**src/design/cec_pkg.sv**
```systemverilog
`timescale 1ns / 1ps
// Shared types, constants and calendar helper functions for the calendar epoch converter.
// No dependencies; every other design file refers to this package by scoped names.
package cec_pkg;

	localparam logic [1:0] ACT_TO_SECS  = 2'd0;
	localparam logic [1:0] ACT_TO_DATE  = 2'd1;
	localparam logic [1:0] ACT_ADVANCE  = 2'd2;
	localparam logic [1:0] ACT_RESERVED = 2'd3;

	localparam logic [16:0] DAY_SECS   = 17'd86400;
	// reciprocals, exact over the value ranges they see here
	localparam logic [25:0] RECIP_675  = 26'd50903317; // >> 35
	localparam logic [15:0] RECIP_365  = 16'd45965;    // >> 24
	localparam logic [16:0] RECIP_3600 = 17'd74566;    // >> 28
	localparam logic [12:0] RECIP_60   = 13'd4370;     // >> 18
	localparam logic [12:0] RECIP_100  = 13'd5243;     // >> 19, >> 21 for 400

	typedef struct packed {
		logic [1:0]         action;
		logic [11:0]        year;
		logic [3:0]         month;
		logic [4:0]         day_of_month;
		logic [5:0]         hour;
		logic [5:0]         minute;
		logic [5:0]         second;
		logic [31:0]        seconds_count;
		logic signed [31:0] delta_seconds;
	} item_t;

	typedef struct packed {
		logic        status;
		logic [31:0] out_seconds;
		logic [11:0] out_year;
		logic [3:0]  out_month;
		logic [4:0]  out_day_of_month;
		logic [8:0]  out_day_of_year;
		logic [4:0]  out_hour;
		logic [5:0]  out_minute;
		logic [5:0]  out_second;
	} result_t;

	// seconds count handed from the encode half to the decode half
	typedef struct packed {
		logic        ok;
		logic [31:0] secs;
	} enc_t;

	function automatic logic [12:0] div100(input logic [13:0] x);
		logic [26:0] p;
		p = 27'(x) * 27'(RECIP_100);
		return 13'(p >> 19);
	endfunction

	function automatic logic [12:0] div400(input logic [13:0] x);
		logic [26:0] p;
		p = 27'(x) * 27'(RECIP_100);
		return 13'(p >> 21);
	endfunction

	// leap years in 0 .. y-1
	function automatic logic [10:0] leaps_below(input logic [12:0] y);
		logic [13:0] a;
		logic [13:0] b;
		logic [13:0] c;
		a = 14'(y) + 14'd3;
		b = 14'(y) + 14'd99;
		c = 14'(y) + 14'd399;
		return 11'((a >> 2) - 14'(div100(b)) + 14'(div400(c)));
	endfunction

	function automatic logic is_leap(input logic [12:0] y);
		logic [12:0] q100;
		logic [12:0] q400;
		logic [13:0] r100;
		logic [13:0] r400;
		q100 = div100(14'(y));
		q400 = div400(14'(y));
		r100 = 14'(14'(y) - 14'(21'(q100) * 21'd100));
		r400 = 14'(14'(y) - 14'(22'(q400) * 22'd400));
		return (r400 == 14'd0) || ((r100 != 14'd0) && (y[1:0] == 2'b00));
	endfunction

	function automatic logic [8:0] days_before_month(input logic [3:0] m);
		logic [8:0] d;
		unique case (m)
			4'd1:    d = 9'd0;
			4'd2:    d = 9'd31;
			4'd3:    d = 9'd59;
			4'd4:    d = 9'd90;
			4'd5:    d = 9'd120;
			4'd6:    d = 9'd151;
			4'd7:    d = 9'd181;
			4'd8:    d = 9'd212;
			4'd9:    d = 9'd243;
			4'd10:   d = 9'd273;
			4'd11:   d = 9'd304;
			4'd12:   d = 9'd334;
			default: d = 9'd0;
		endcase
		return d;
	endfunction

	function automatic logic [4:0] month_len(input logic [3:0] m);
		logic [4:0] l;
		unique case (m)
			4'd2:                      l = 5'd28;
			4'd4, 4'd6, 4'd9, 4'd11:   l = 5'd30;
			4'd1, 4'd3, 4'd5, 4'd7,
			4'd8, 4'd10, 4'd12:        l = 5'd31;
			default:                   l = 5'd0;
		endcase
		return l;
	endfunction

	// zero-based day of year of the first of month m
	function automatic logic [8:0] month_first(input logic [3:0] m, input logic leap);
		return days_before_month(m) + ((leap && m > 4'd2) ? 9'd1 : 9'd0);
	endfunction

endpackage

```
**src/design/cec_if.sv**
```systemverilog
`timescale 1ns / 1ps
// Valid/ready channel interfaces for items and results.
// Depends on cec_pkg for the payload types.
interface cec_item_if;
	logic           valid;
	logic           ready;
	cec_pkg::item_t data;
	modport source(output valid, output data, input ready);
	modport sink(input valid, input data, output ready);
endinterface

interface cec_result_if;
	logic             valid;
	logic             ready;
	cec_pkg::result_t data;
	modport source(output valid, output data, input ready);
	modport sink(input valid, input data, output ready);
endinterface

```
**src/design/calendar_epoch_converter_unit.sv**
```systemverilog
`timescale 1ns / 1ps
// Top level of the calendar epoch converter: encode half followed by decode half.
// Depends on cec_pkg, cec_if, cec_encode and cec_decode.
//
//   channel | role   | payload            | transfer when
//   --------+--------+--------------------+----------------------
//   req     | sink   | cec_pkg::item_t    | req.valid && req.ready
//   rsp     | source | cec_pkg::result_t  | rsp.valid && rsp.ready
//
// One item enters per cycle while req.ready is high; each result passes through
// four encode stages and six decode stages.
// Reset clears only the stage valid bits; there is no other state.
// Each stage holds while the one after it is full and stalled, so bubbles close up
// and req.ready stays high as long as any stage has room.
module calendar_epoch_converter_unit #(
	parameter int EPOCH_YEAR = 1970,
	parameter int LAST_YEAR = 2105
) (
	input logic          clk,
	input logic          arst_n,
	cec_item_if.sink     req,
	cec_result_if.source rsp
);

	// seconds count and its range status between the two halves
	cec_pkg::enc_t mid_data;
	logic          mid_valid;
	logic          mid_ready;

	// validate the date, form seconds, apply the signed offset
	cec_encode #(
		.EPOCH_YEAR(EPOCH_YEAR),
		.LAST_YEAR(LAST_YEAR)
	) u_encode (
		.clk      (clk),
		.arst_n   (arst_n),
		.in_valid (req.valid),
		.in_ready (req.ready),
		.in_data  (req.data),
		.out_valid(mid_valid),
		.out_ready(mid_ready),
		.out_data (mid_data)
	);

	// split seconds back into calendar fields; drop to the failure result on error
	cec_decode #(
		.EPOCH_YEAR(EPOCH_YEAR),
		.LAST_YEAR(LAST_YEAR)
	) u_decode (
		.clk      (clk),
		.arst_n   (arst_n),
		.in_valid (mid_valid),
		.in_ready (mid_ready),
		.in_data  (mid_data),
		.out_valid(rsp.valid),
		.out_ready(rsp.ready),
		.out_data (rsp.data)
	);

endmodule

```
**src/design/cec_encode.sv**
```systemverilog
`timescale 1ns / 1ps
// Four-stage front half: checks the date and time, turns it into seconds, applies the offset.
// Depends on cec_pkg. Offset for ACT_ADVANCE only; ACT_TO_DATE passes seconds_count through.
module cec_encode #(
	parameter int EPOCH_YEAR = 1970,
	parameter int LAST_YEAR = 2105
) (
	input  logic           clk,
	input  logic           arst_n,
	input  logic           in_valid,
	output logic           in_ready,
	input  cec_pkg::item_t in_data,
	output logic           out_valid,
	input  logic           out_ready,
	output cec_pkg::enc_t  out_data
);

	localparam logic [10:0] LB_BASE = cec_pkg::leaps_below(13'(EPOCH_YEAR));
	localparam logic [11:0] BASE_Y  = 12'(EPOCH_YEAR);
	localparam logic [11:0] LAST_Y  = 12'(LAST_YEAR);

	typedef struct packed {
		logic [1:0]         action;
		logic               enc_ok;
		logic [11:0]        ydiff;
		logic [10:0]        lb;
		logic [8:0]         dayoff;
		logic [16:0]        tod;
		logic [31:0]        sc;
		logic signed [31:0] delta;
	} s1_t;

	typedef struct packed {
		logic [1:0]         action;
		logic               enc_ok;
		logic [20:0]        days;
		logic [16:0]        tod;
		logic [31:0]        sc;
		logic signed [31:0] delta;
	} s2_t;

	typedef struct packed {
		logic [1:0]         action;
		logic               enc_ok;
		logic [38:0]        esec;
		logic [31:0]        sc;
		logic signed [31:0] delta;
	} s3_t;

	s1_t d1, r_s1;
	s2_t d2, r_s2;
	s3_t d3, r_s3;
	cec_pkg::enc_t d4, r_s4;
	logic v_s1, v_s2, v_s3, v_s4;
	logic en1, en2, en3, en4;
	logic leap;
	logic [4:0] mlen;
	logic fits;
	logic signed [39:0] sum;

	assign en4      = !v_s4 || out_ready;
	assign en3      = !v_s3 || en4;
	assign en2      = !v_s2 || en3;
	assign en1      = !v_s1 || en2;
	assign in_ready = en1;
	assign out_valid = v_s4;
	assign out_data  = r_s4;

	always_comb begin
		leap = cec_pkg::is_leap({1'b0, in_data.year});
		mlen = cec_pkg::month_len(in_data.month)
			+ ((in_data.month == 4'd2 && leap) ? 5'd1 : 5'd0);
		d1.action = in_data.action;
		d1.enc_ok = (in_data.year >= BASE_Y) && (in_data.year <= LAST_Y)
			&& (in_data.month >= 4'd1) && (in_data.month <= 4'd12)
			&& (in_data.day_of_month >= 5'd1) && (in_data.day_of_month <= mlen)
			&& (in_data.hour < 6'd24) && (in_data.minute < 6'd60)
			&& (in_data.second < 6'd60);
		d1.ydiff  = in_data.year - BASE_Y;
		d1.lb     = cec_pkg::leaps_below({1'b0, in_data.year});
		d1.dayoff = cec_pkg::month_first(in_data.month, leap)
			+ 9'(in_data.day_of_month - 5'd1);
		d1.tod    = 17'(18'(in_data.hour) * 18'd3600 + 18'(in_data.minute) * 18'd60
			+ 18'(in_data.second));
		d1.sc     = in_data.seconds_count;
		d1.delta  = in_data.delta_seconds;
	end

	always_comb begin
		d2.action = r_s1.action;
		d2.enc_ok = r_s1.enc_ok;
		d2.days   = 21'(23'(r_s1.ydiff) * 23'd365 + 23'(r_s1.lb) - 23'(LB_BASE)
			+ 23'(r_s1.dayoff));
		d2.tod    = r_s1.tod;
		d2.sc     = r_s1.sc;
		d2.delta  = r_s1.delta;
	end

	always_comb begin
		d3.action = r_s2.action;
		d3.enc_ok = r_s2.enc_ok;
		d3.esec   = 39'(r_s2.days) * 39'(cec_pkg::DAY_SECS) + 39'(r_s2.tod);
		d3.sc     = r_s2.sc;
		d3.delta  = r_s2.delta;
	end

	always_comb begin
		fits = (r_s3.esec[38:32] == 7'd0);
		sum  = $signed({1'b0, r_s3.esec}) + 40'(r_s3.delta);
		d4.ok   = 1'b0;
		d4.secs = r_s3.sc;
		unique case (r_s3.action)
			cec_pkg::ACT_TO_SECS: begin
				d4.ok   = r_s3.enc_ok && fits;
				d4.secs = r_s3.esec[31:0];
			end
			cec_pkg::ACT_TO_DATE: begin
				d4.ok   = 1'b1;
				d4.secs = r_s3.sc;
			end
			cec_pkg::ACT_ADVANCE: begin
				d4.ok   = r_s3.enc_ok && fits && (sum[39:32] == 8'd0);
				d4.secs = sum[31:0];
			end
			default: begin
				d4.ok   = 1'b0;
				d4.secs = r_s3.sc;
			end
		endcase
	end

	always_ff @(posedge clk or negedge arst_n) begin
		if (!arst_n) begin
			v_s1 <= 1'b0;
			v_s2 <= 1'b0;
			v_s3 <= 1'b0;
			v_s4 <= 1'b0;
		end else begin
			if (en1) v_s1 <= in_valid;
			if (en2) v_s2 <= v_s1;
			if (en3) v_s3 <= v_s2;
			if (en4) v_s4 <= v_s3;
		end
	end

	always_ff @(posedge clk) begin
		if (en1) r_s1 <= d1;
		if (en2) r_s2 <= d2;
		if (en3) r_s3 <= d3;
		if (en4) r_s4 <= d4;
	end

endmodule

```
**src/design/cec_decode.sv**
```systemverilog
`timescale 1ns / 1ps
// Six-stage back half: splits a seconds count into year, month, day and time of day.
// Depends on cec_pkg.
module cec_decode #(
	parameter int EPOCH_YEAR = 1970,
	parameter int LAST_YEAR = 2105
) (
	input  logic             clk,
	input  logic             arst_n,
	input  logic             in_valid,
	output logic             in_ready,
	input  cec_pkg::enc_t    in_data,
	output logic             out_valid,
	input  logic             out_ready,
	output cec_pkg::result_t out_data
);

	localparam logic [10:0] LB_BASE = cec_pkg::leaps_below(13'(EPOCH_YEAR));

	typedef struct packed {
		logic        ok;
		logic [31:0] secs;
		logic [15:0] days;
	} s1_t;

	typedef struct packed {
		logic        ok;
		logic [31:0] secs;
		logic [15:0] days;
		logic [16:0] rem;
		logic [7:0]  kest;
		logic [12:0] y0;
	} s2_t;

	typedef struct packed {
		logic        ok;
		logic [31:0] secs;
		logic [15:0] days;
		logic [16:0] rem;
		logic [7:0]  kest;
		logic [12:0] y0;
		logic [10:0] lb0;
		logic [10:0] lb1;
		logic        leap0;
		logic        leap1;
		logic [4:0]  hour;
	} s3_t;

	typedef struct packed {
		logic        ok;
		logic [31:0] secs;
		logic [12:0] year;
		logic        leap;
		logic [8:0]  doy;
		logic [4:0]  hour;
		logic [11:0] rem2;
	} s4_t;

	typedef struct packed {
		logic        ok;
		logic [31:0] secs;
		logic [12:0] year;
		logic [3:0]  month;
		logic [8:0]  first;
		logic [8:0]  doy;
		logic [4:0]  hour;
		logic [5:0]  minute;
		logic [11:0] rem2;
	} s5_t;

	s1_t d1, r_s1;
	s2_t d2, r_s2;
	s3_t d3, r_s3;
	s4_t d4, r_s4;
	s5_t d5, r_s5;
	cec_pkg::result_t d6, r_s6;
	logic v_s1, v_s2, v_s3, v_s4, v_s5, v_s6;
	logic en1, en2, en3, en4, en5, en6;
	logic [50:0] p_day;
	logic [32:0] p_rem;
	logic [31:0] p_year;
	logic [33:0] p_hour;
	logic [24:0] p_min;
	logic [16:0] ys_hi;
	logic [16:0] ys_lo;
	logic [16:0] ys;
	logic        sel_lo;

	assign en6       = !v_s6 || out_ready;
	assign en5       = !v_s5 || en6;
	assign en4       = !v_s4 || en5;
	assign en3       = !v_s3 || en4;
	assign en2       = !v_s2 || en3;
	assign en1       = !v_s1 || en2;
	assign in_ready  = en1;
	assign out_valid = v_s6;
	assign out_data  = r_s6;

	// whole days: drop the factor 128 of 86400, then divide by 675
	always_comb begin
		p_day   = 51'(in_data.secs[31:7]) * 51'(cec_pkg::RECIP_675);
		d1.ok   = in_data.ok;
		d1.secs = in_data.secs;
		d1.days = p_day[50:35];
	end

	// second of day, and a year estimate that is at most one too high
	always_comb begin
		p_rem   = 33'(r_s1.days) * 33'(cec_pkg::DAY_SECS);
		p_year  = 32'(r_s1.days) * 32'(cec_pkg::RECIP_365);
		d2.ok   = r_s1.ok;
		d2.secs = r_s1.secs;
		d2.days = r_s1.days;
		d2.rem  = 17'(33'(r_s1.secs) - p_rem);
		d2.kest = p_year[31:24];
		d2.y0   = 13'(EPOCH_YEAR) + 13'(p_year[31:24]);
	end

	always_comb begin
		p_hour   = 34'(r_s2.rem) * 34'(cec_pkg::RECIP_3600);
		d3.ok    = r_s2.ok;
		d3.secs  = r_s2.secs;
		d3.days  = r_s2.days;
		d3.rem   = r_s2.rem;
		d3.kest  = r_s2.kest;
		d3.y0    = r_s2.y0;
		d3.lb0   = cec_pkg::leaps_below(r_s2.y0);
		d3.lb1   = cec_pkg::leaps_below(r_s2.y0 - 13'd1);
		d3.leap0 = cec_pkg::is_leap(r_s2.y0);
		d3.leap1 = cec_pkg::is_leap(r_s2.y0 - 13'd1);
		d3.hour  = p_hour[32:28];
	end

	// step back one year if the estimate starts after the day count
	always_comb begin
		ys_hi  = 17'(17'(r_s3.kest) * 17'd365 + 17'(r_s3.lb0) - 17'(LB_BASE));
		ys_lo  = 17'(17'(r_s3.kest - 8'd1) * 17'd365 + 17'(r_s3.lb1) - 17'(LB_BASE));
		sel_lo = (r_s3.kest != 8'd0) && (ys_hi > 17'(r_s3.days));
		ys     = sel_lo ? ys_lo : ys_hi;
		d4.year = sel_lo ? (r_s3.y0 - 13'd1) : r_s3.y0;
		d4.leap = sel_lo ? r_s3.leap1 : r_s3.leap0;
		d4.ok   = r_s3.ok && (d4.year <= 13'(LAST_YEAR));
		d4.secs = r_s3.secs;
		d4.doy  = 9'(17'(r_s3.days) - ys);
		d4.hour = r_s3.hour;
		d4.rem2 = 12'(r_s3.rem - 17'(r_s3.hour) * 17'd3600);
	end

	always_comb begin
		p_min    = 25'(r_s4.rem2) * 25'(cec_pkg::RECIP_60);
		d5.month = 4'd1;
		for (int i = 2; i <= 12; i++) begin
			if (r_s4.doy >= cec_pkg::month_first(4'(i), r_s4.leap)) d5.month = 4'(i);
		end
		d5.first  = cec_pkg::month_first(d5.month, r_s4.leap);
		d5.ok     = r_s4.ok;
		d5.secs   = r_s4.secs;
		d5.year   = r_s4.year;
		d5.doy    = r_s4.doy;
		d5.hour   = r_s4.hour;
		d5.minute = p_min[23:18];
		d5.rem2   = r_s4.rem2;
	end

	always_comb begin
		d6.status           = 1'b0;
		d6.out_seconds      = r_s5.secs;
		d6.out_year         = r_s5.year[11:0];
		d6.out_month        = r_s5.month;
		d6.out_day_of_month = 5'(r_s5.doy - r_s5.first + 9'd1);
		d6.out_day_of_year  = r_s5.doy + 9'd1;
		d6.out_hour         = r_s5.hour;
		d6.out_minute       = r_s5.minute;
		d6.out_second       = 6'(r_s5.rem2 - 12'(r_s5.minute) * 12'd60);
		if (!r_s5.ok) begin
			d6        = '0;
			d6.status = 1'b1;
		end
	end

	always_ff @(posedge clk or negedge arst_n) begin
		if (!arst_n) begin
			v_s1 <= 1'b0;
			v_s2 <= 1'b0;
			v_s3 <= 1'b0;
			v_s4 <= 1'b0;
			v_s5 <= 1'b0;
			v_s6 <= 1'b0;
		end else begin
			if (en1) v_s1 <= in_valid;
			if (en2) v_s2 <= v_s1;
			if (en3) v_s3 <= v_s2;
			if (en4) v_s4 <= v_s3;
			if (en5) v_s5 <= v_s4;
			if (en6) v_s6 <= v_s5;
		end
	end

	always_ff @(posedge clk) begin
		if (en1) r_s1 <= d1;
		if (en2) r_s2 <= d2;
		if (en3) r_s3 <= d3;
		if (en4) r_s4 <= d4;
		if (en5) r_s5 <= d5;
		if (en6) r_s6 <= d6;
	end

endmodule

```
**src/flat_wrapper.sv**
```systemverilog
// flat-port wrapper written by rule: the top's interface ports become plain ports
module calendar_epoch_converter_unit_flat 
#(
	parameter int EPOCH_YEAR = 1970,
	parameter int LAST_YEAR = 2105
)
  (clk, arst_n, req_valid, req_data, req_ready, rsp_valid, rsp_data, rsp_ready);
  cec_item_if req_i ();
  cec_result_if rsp_i ();
  input logic clk;
  input logic arst_n;
  input wire logic [$bits(req_i.valid)-1:0] req_valid;
  input wire logic [$bits(req_i.data)-1:0] req_data;
  output wire logic [$bits(req_i.ready)-1:0] req_ready;
  output wire logic [$bits(rsp_i.valid)-1:0] rsp_valid;
  output wire logic [$bits(rsp_i.data)-1:0] rsp_data;
  input wire logic [$bits(rsp_i.ready)-1:0] rsp_ready;
  assign req_i.valid = req_valid;
  assign req_i.data = req_data;
  assign req_ready = req_i.ready;
  assign rsp_valid = rsp_i.valid;
  assign rsp_data = rsp_i.data;
  assign rsp_i.ready = rsp_ready;
  calendar_epoch_converter_unit #(.EPOCH_YEAR(EPOCH_YEAR), .LAST_YEAR(LAST_YEAR)) u_core (.clk(clk), .arst_n(arst_n), .req(req_i), .rsp(rsp_i));
endmodule
```
**config.mk**
```make
export PLATFORM = sky130hd
export DESIGN_NAME = calendar_epoch_converter_unit_flat
export DESIGN_NICKNAME = d
export VERILOG_FILES = /design/src/design/cec_pkg.sv /design/src/design/cec_if.sv /design/src/design/calendar_epoch_converter_unit.sv /design/src/design/cec_encode.sv /design/src/design/cec_decode.sv /design/src/flat_wrapper.sv
export SDC_FILE = /design/constraint.sdc
export NUM_CORES = 2
export LEC_CHECK = 0
export BUFFER_PORTS_ARGS = -buffer_cell sky130_fd_sc_hd__buf_2
export CORE_MARGIN = 8
export CORE_UTILIZATION = 60
export CTS_BUF_LIST = sky130_fd_sc_hd__clkbuf_16
export DETAILED_ROUTE_END_ITERATION = 16
export PLACE_DENSITY_LB_ADDON = 0.05
export SLEW_MARGIN = 25
export SYNTH_ARGS = -nofsm -noshare
export SYNTH_HDL_FRONTEND = slang
export SYNTH_SLANG_ARGS = --single-unit
```
**constraint.sdc**
```tcl
create_clock -name clk -period 10.2 [get_ports clk]
set_input_delay 0.51 -clock clk [delete_from_list [all_inputs] [get_ports clk]]
set_output_delay 0.51 -clock clk [all_outputs]
set_load 0.1 [all_outputs]
```
==> results.yml <==
setup_path:
  worst_path_largest_cell_delay_ps: 510
  path_max_fanout: 6
  worst_r2r_endpoint: "u_core.u_decode.r_s3[5]"
  cp_data_required_time_ps: 10610
  r2r.worst_path.cells: 42
  timing_worst_setup_path_type: "flip-flop to flip-flop"
  setup.worst_path.start_class: "flip-flop"
  regToRegStartpoint: "u_core.u_decode.d3[30]"
  critical-path-top-cell-by-count: "ha_1"
  cp-endpoint: "u_core.u_decode.r_s3[5]"
  worst-endpoint-arrival_ps: 10130
  worst_setup_ep_type: "flip-flop"
  reg2reg_setup_slack_ps: 470
  critPathLaunch: "u_core.u_decode.d3[30]"
  worst_path_max_delay_cell: "fa_1"
drt:
  first_pass_detailed_route_iteration_total: 5
  avgRoutedWirePerCell_um: 17.27
  vias_per_cell: 5.323
  routed_antenna_nets: 0
  routed-via-count: 61456
  number_of_remaining_drc_errors: 0
  route.final.wire_length_um: 199400
  drtIter0Drc: 2670
global_routing:
  grt_start_max_net_pins: 119
  grtUsageTotal: 0.2320
  first_global_vias: 65468
  grt_overflow: 0
  antenna_found_initial: 2
  grt_first_pass_wirelength_um: 331900
placed_design:
  port-buffer-count: 190
  routabilityCongestion: 0.8971
  post_dp_cell_area_sq_um: 102600
  detailed_place_hpwl_um: 167800
clock_network:
  clkSinkCount: 819
  skew_pair_late_insertion_delay_ps: 680
  cts_buffer_depth: 3
  htree_levels: 3
  cts.clk_slew.worst_paths_ps: 70
  tritoncts: "yes"
  cts-root-buf: "clkbuf_16"
  cts_buffers: 87
synth:
  post_synthesis_cells: 8778
  dominantRegCellSynth: "edfxtp_1"
  register_bit_count_reported_by_yosys: 819
  ys.warnings.count: 0
  count_of_different_cell_masters_after_synthesis: 95
  number_of_synthesized_flops_with_an_enable_pin: 809
  syn-mean-instance-area_sq_um: 11.09
  synth_seq_area_share: 0.2521
  synth_area_sq_um: 97360
  mappedNetlistNets: 12103
  share_of_synthesized_flip_flops_with_an_asynchronous_set_or_reset: 0.01221
timing:
  final.setup_skew_ps: 46.46
  max-slew-margin-rel: 0.3700
  final.setup.tns_ps: 0
  report.final.hold_viol_count: 0
  achievable-frequency_mhz: 102.8
  final_max_slew_viol_count: 0
  period_share: 0.9537
  final-setup-viol-count: 0
  unrepaired_setup_endpoints_after_global_routing: "yes"
  finalCriticalPeriod_ps: 9728
  worst_pin_slew_ps: 938.3
floorplanning:
  dieHeight_um: 418.8
  die_width_um: 418.8
  floorplan.initialDensity: 0.6008
  dieArea_sq_um: 175400
  placement_rows: 148
  core_region_area_sq_um: 162000
  ios: 191
layout:
  layout.core_utilization: 0.6561
  antenna_cells_inserted: 0
  drive_above_1_share: 0.06969
  finish.net_count: 12623
  flow.area_growth_from_synthesis_pct: 9.198
  final_design_area_no_fill_sq_um: 106300
hold_path:
  timing.hold.worst.start: "req_data[22]"
  worst_hold_path_type: "input port to flip-flop"
job:
  timing.max_cap.violations: 0
run_status:
  outcome: "finished clean"
-- critical path: cells and delay by family (launching register included) --
family / cells / cell delay (ps)
fa+ha+maj: 12 / 4590
buf+inv: 7 / 610
simple gates: 7 / 1070
xor+xnor: 4 / 650
flops: 1 / 390
compound gates: 12 / 2160
-- synthesized netlist by cell type (12+ instances only) --
| master | count | area (sq um) |
|---|---|---|
| nor2b_1 | 63 | 394.1 |
| or3_1 | 24 | 150.1 |
| nand4_1 | 30 | 187.7 |
| a21boi_0 | 19 | 142.6 |
| nand2b_1 | 54 | 337.8 |
| nor3_1 | 80 | 400.4 |
| xnor2_1 | 359 | 3144 |
| a21oi_1 | 303 | 1516 |
| o211ai_1 | 30 | 225.2 |
| o2111ai_1 | 12 | 105.1 |
| fa_1 | 1039 | 20800 |
| a21o_1 | 138 | 1036 |
| edfxtp_1 | 809 | 24290 |
| nand3_1 | 72 | 360.4 |
| o21bai_1 | 64 | 480.5 |
| nor2_1 | 216 | 810.8 |
| o21a_1 | 48 | 360.4 |
| and3_1 | 37 | 231.5 |
| nand2_1 | 247 | 927.1 |
| ha_1 | 2177 | 27240 |
| mux2i_1 | 32 | 320.3 |
| a31oi_1 | 33 | 206.5 |
| a2111oi_0 | 15 | 131.4 |
| and2_1 | 87 | 544.3 |
| nor4_1 | 17 | 106.4 |
| o21ai_0 | 201 | 1006 |
| or2_2 | 15 | 93.84 |
| xor2_1 | 146 | 1279 |
| clkbuf_1 | 46 | 172.7 |
| a211oi_1 | 37 | 277.8 |
| inv_1 | 2102 | 7890 |
| nor3b_1 | 14 | 105.1 |
-- kinds of logic after synthesis --
group	Yosys count	share of synthesized area
AOI/OAI and AO/OA	1042	0.06963
xor gates and xnor gates	506	0.04566
adders and majority gates	3217	0.4935
buffers and inverters	2160	0.08345
DFF	819	0.2521
muxes	36	0.003868
and+or+nand+nor	998	0.05175
-- how the worst min path moves through the flow --
stage / slack (ps) / cells past startpoint / to
2_1_floorplan: 210 / 0 / u_core.u_decode.out_valid
3_3_place_gp: 380 / 1 / u_core.u_encode.v_s2
3_5_place_dp: 390 / 1 / u_core.u_encode.v_s2
4_1_cts: 20 / 1 / u_core.u_encode.d2[22]
5_1_grt: 30 / 1 / u_core.u_encode.d2[22]
6_report: 60 / 1 / u_core.u_encode.d2[22]
-- per-stage QoR --
| step | std cells | hold WS, ps | setup slack, ps |
|---|---|---|---|
| floorplan | 8778 | 214.4 | -18.15 |
| global placement | 11318 | 379.0 | -517.4 |
| detailed placement | 11318 | 390.0 | -499.5 |
| CTS | 11542 | 16.93 | 81.96 |
| global route | 11545 | 25.96 | -52.89 |
| finish | 11545 | 62.31 | 471.9 |
-- repair_timing --
item                       CTS  global route
hold endpoints to repair    72             0
hold buffers                63             0
setup endpoints to repair    1            12
pin swaps                    0            12
resized for setup            4            39
setup buffers                0             2
-- cell type report --
type	count	area [sq um]
sequential	819	24540
inverter	2106	7916
fill	12737	55720
multi-input combinational	5799	64890
clock buffer	88	2202
clock inverter	73	689.4
timing repair buffer	485	3343
tap	2175	2721
-- cells in the final DEF (no fill, tap or decap), types with 196 or more instances in the layout --
cell	instances
buf_4	229
o21ai_0	196
inv_1	2105
nor2_1	215
nand2_1	244
ha_1	2176
xnor2_1	350
a21oi_1	298
fa_1	1037
edfxtp_1	809
-- state kept, by name, indices dropped and copies added, names as in the netlist, 32 cells and up --
signal                    cells
u_core.u_decode.d4           37
u_core.u_decode.d2           49
u_core.u_decode.r_s3         63
u_core.u_encode.d2           84
u_core.u_encode.r_s2         38
u_core.u_encode.r_s1         32
u_core.u_encode.out_data     33
u_core.u_decode.d3           78
u_core.u_encode.d3           67
u_core.u_decode.d5           67
u_core.u_encode.r_s3        106
u_core.u_decode.out_data     78
u_core.u_decode.r_s5         76
-- routing by layer --
| metal | GRT usage | share of wire | vias up |
|---|---|---|---|
| met2 | 0.4114 | 0.50 | 902 |
| met5 | 0 | 0 | - |
| met4 | 0.04519 | 0.020 | 0 |
| li1 | - | - | 30135 |
| met3 | 0.02411 | 0.033 | 269 |
| met1 | 0.3111 | 0.45 | 30150 |
Power is left out: the tool's default activity adds up to more than one toggle a clock period on the data nets, which glitch-free logic cannot reach.
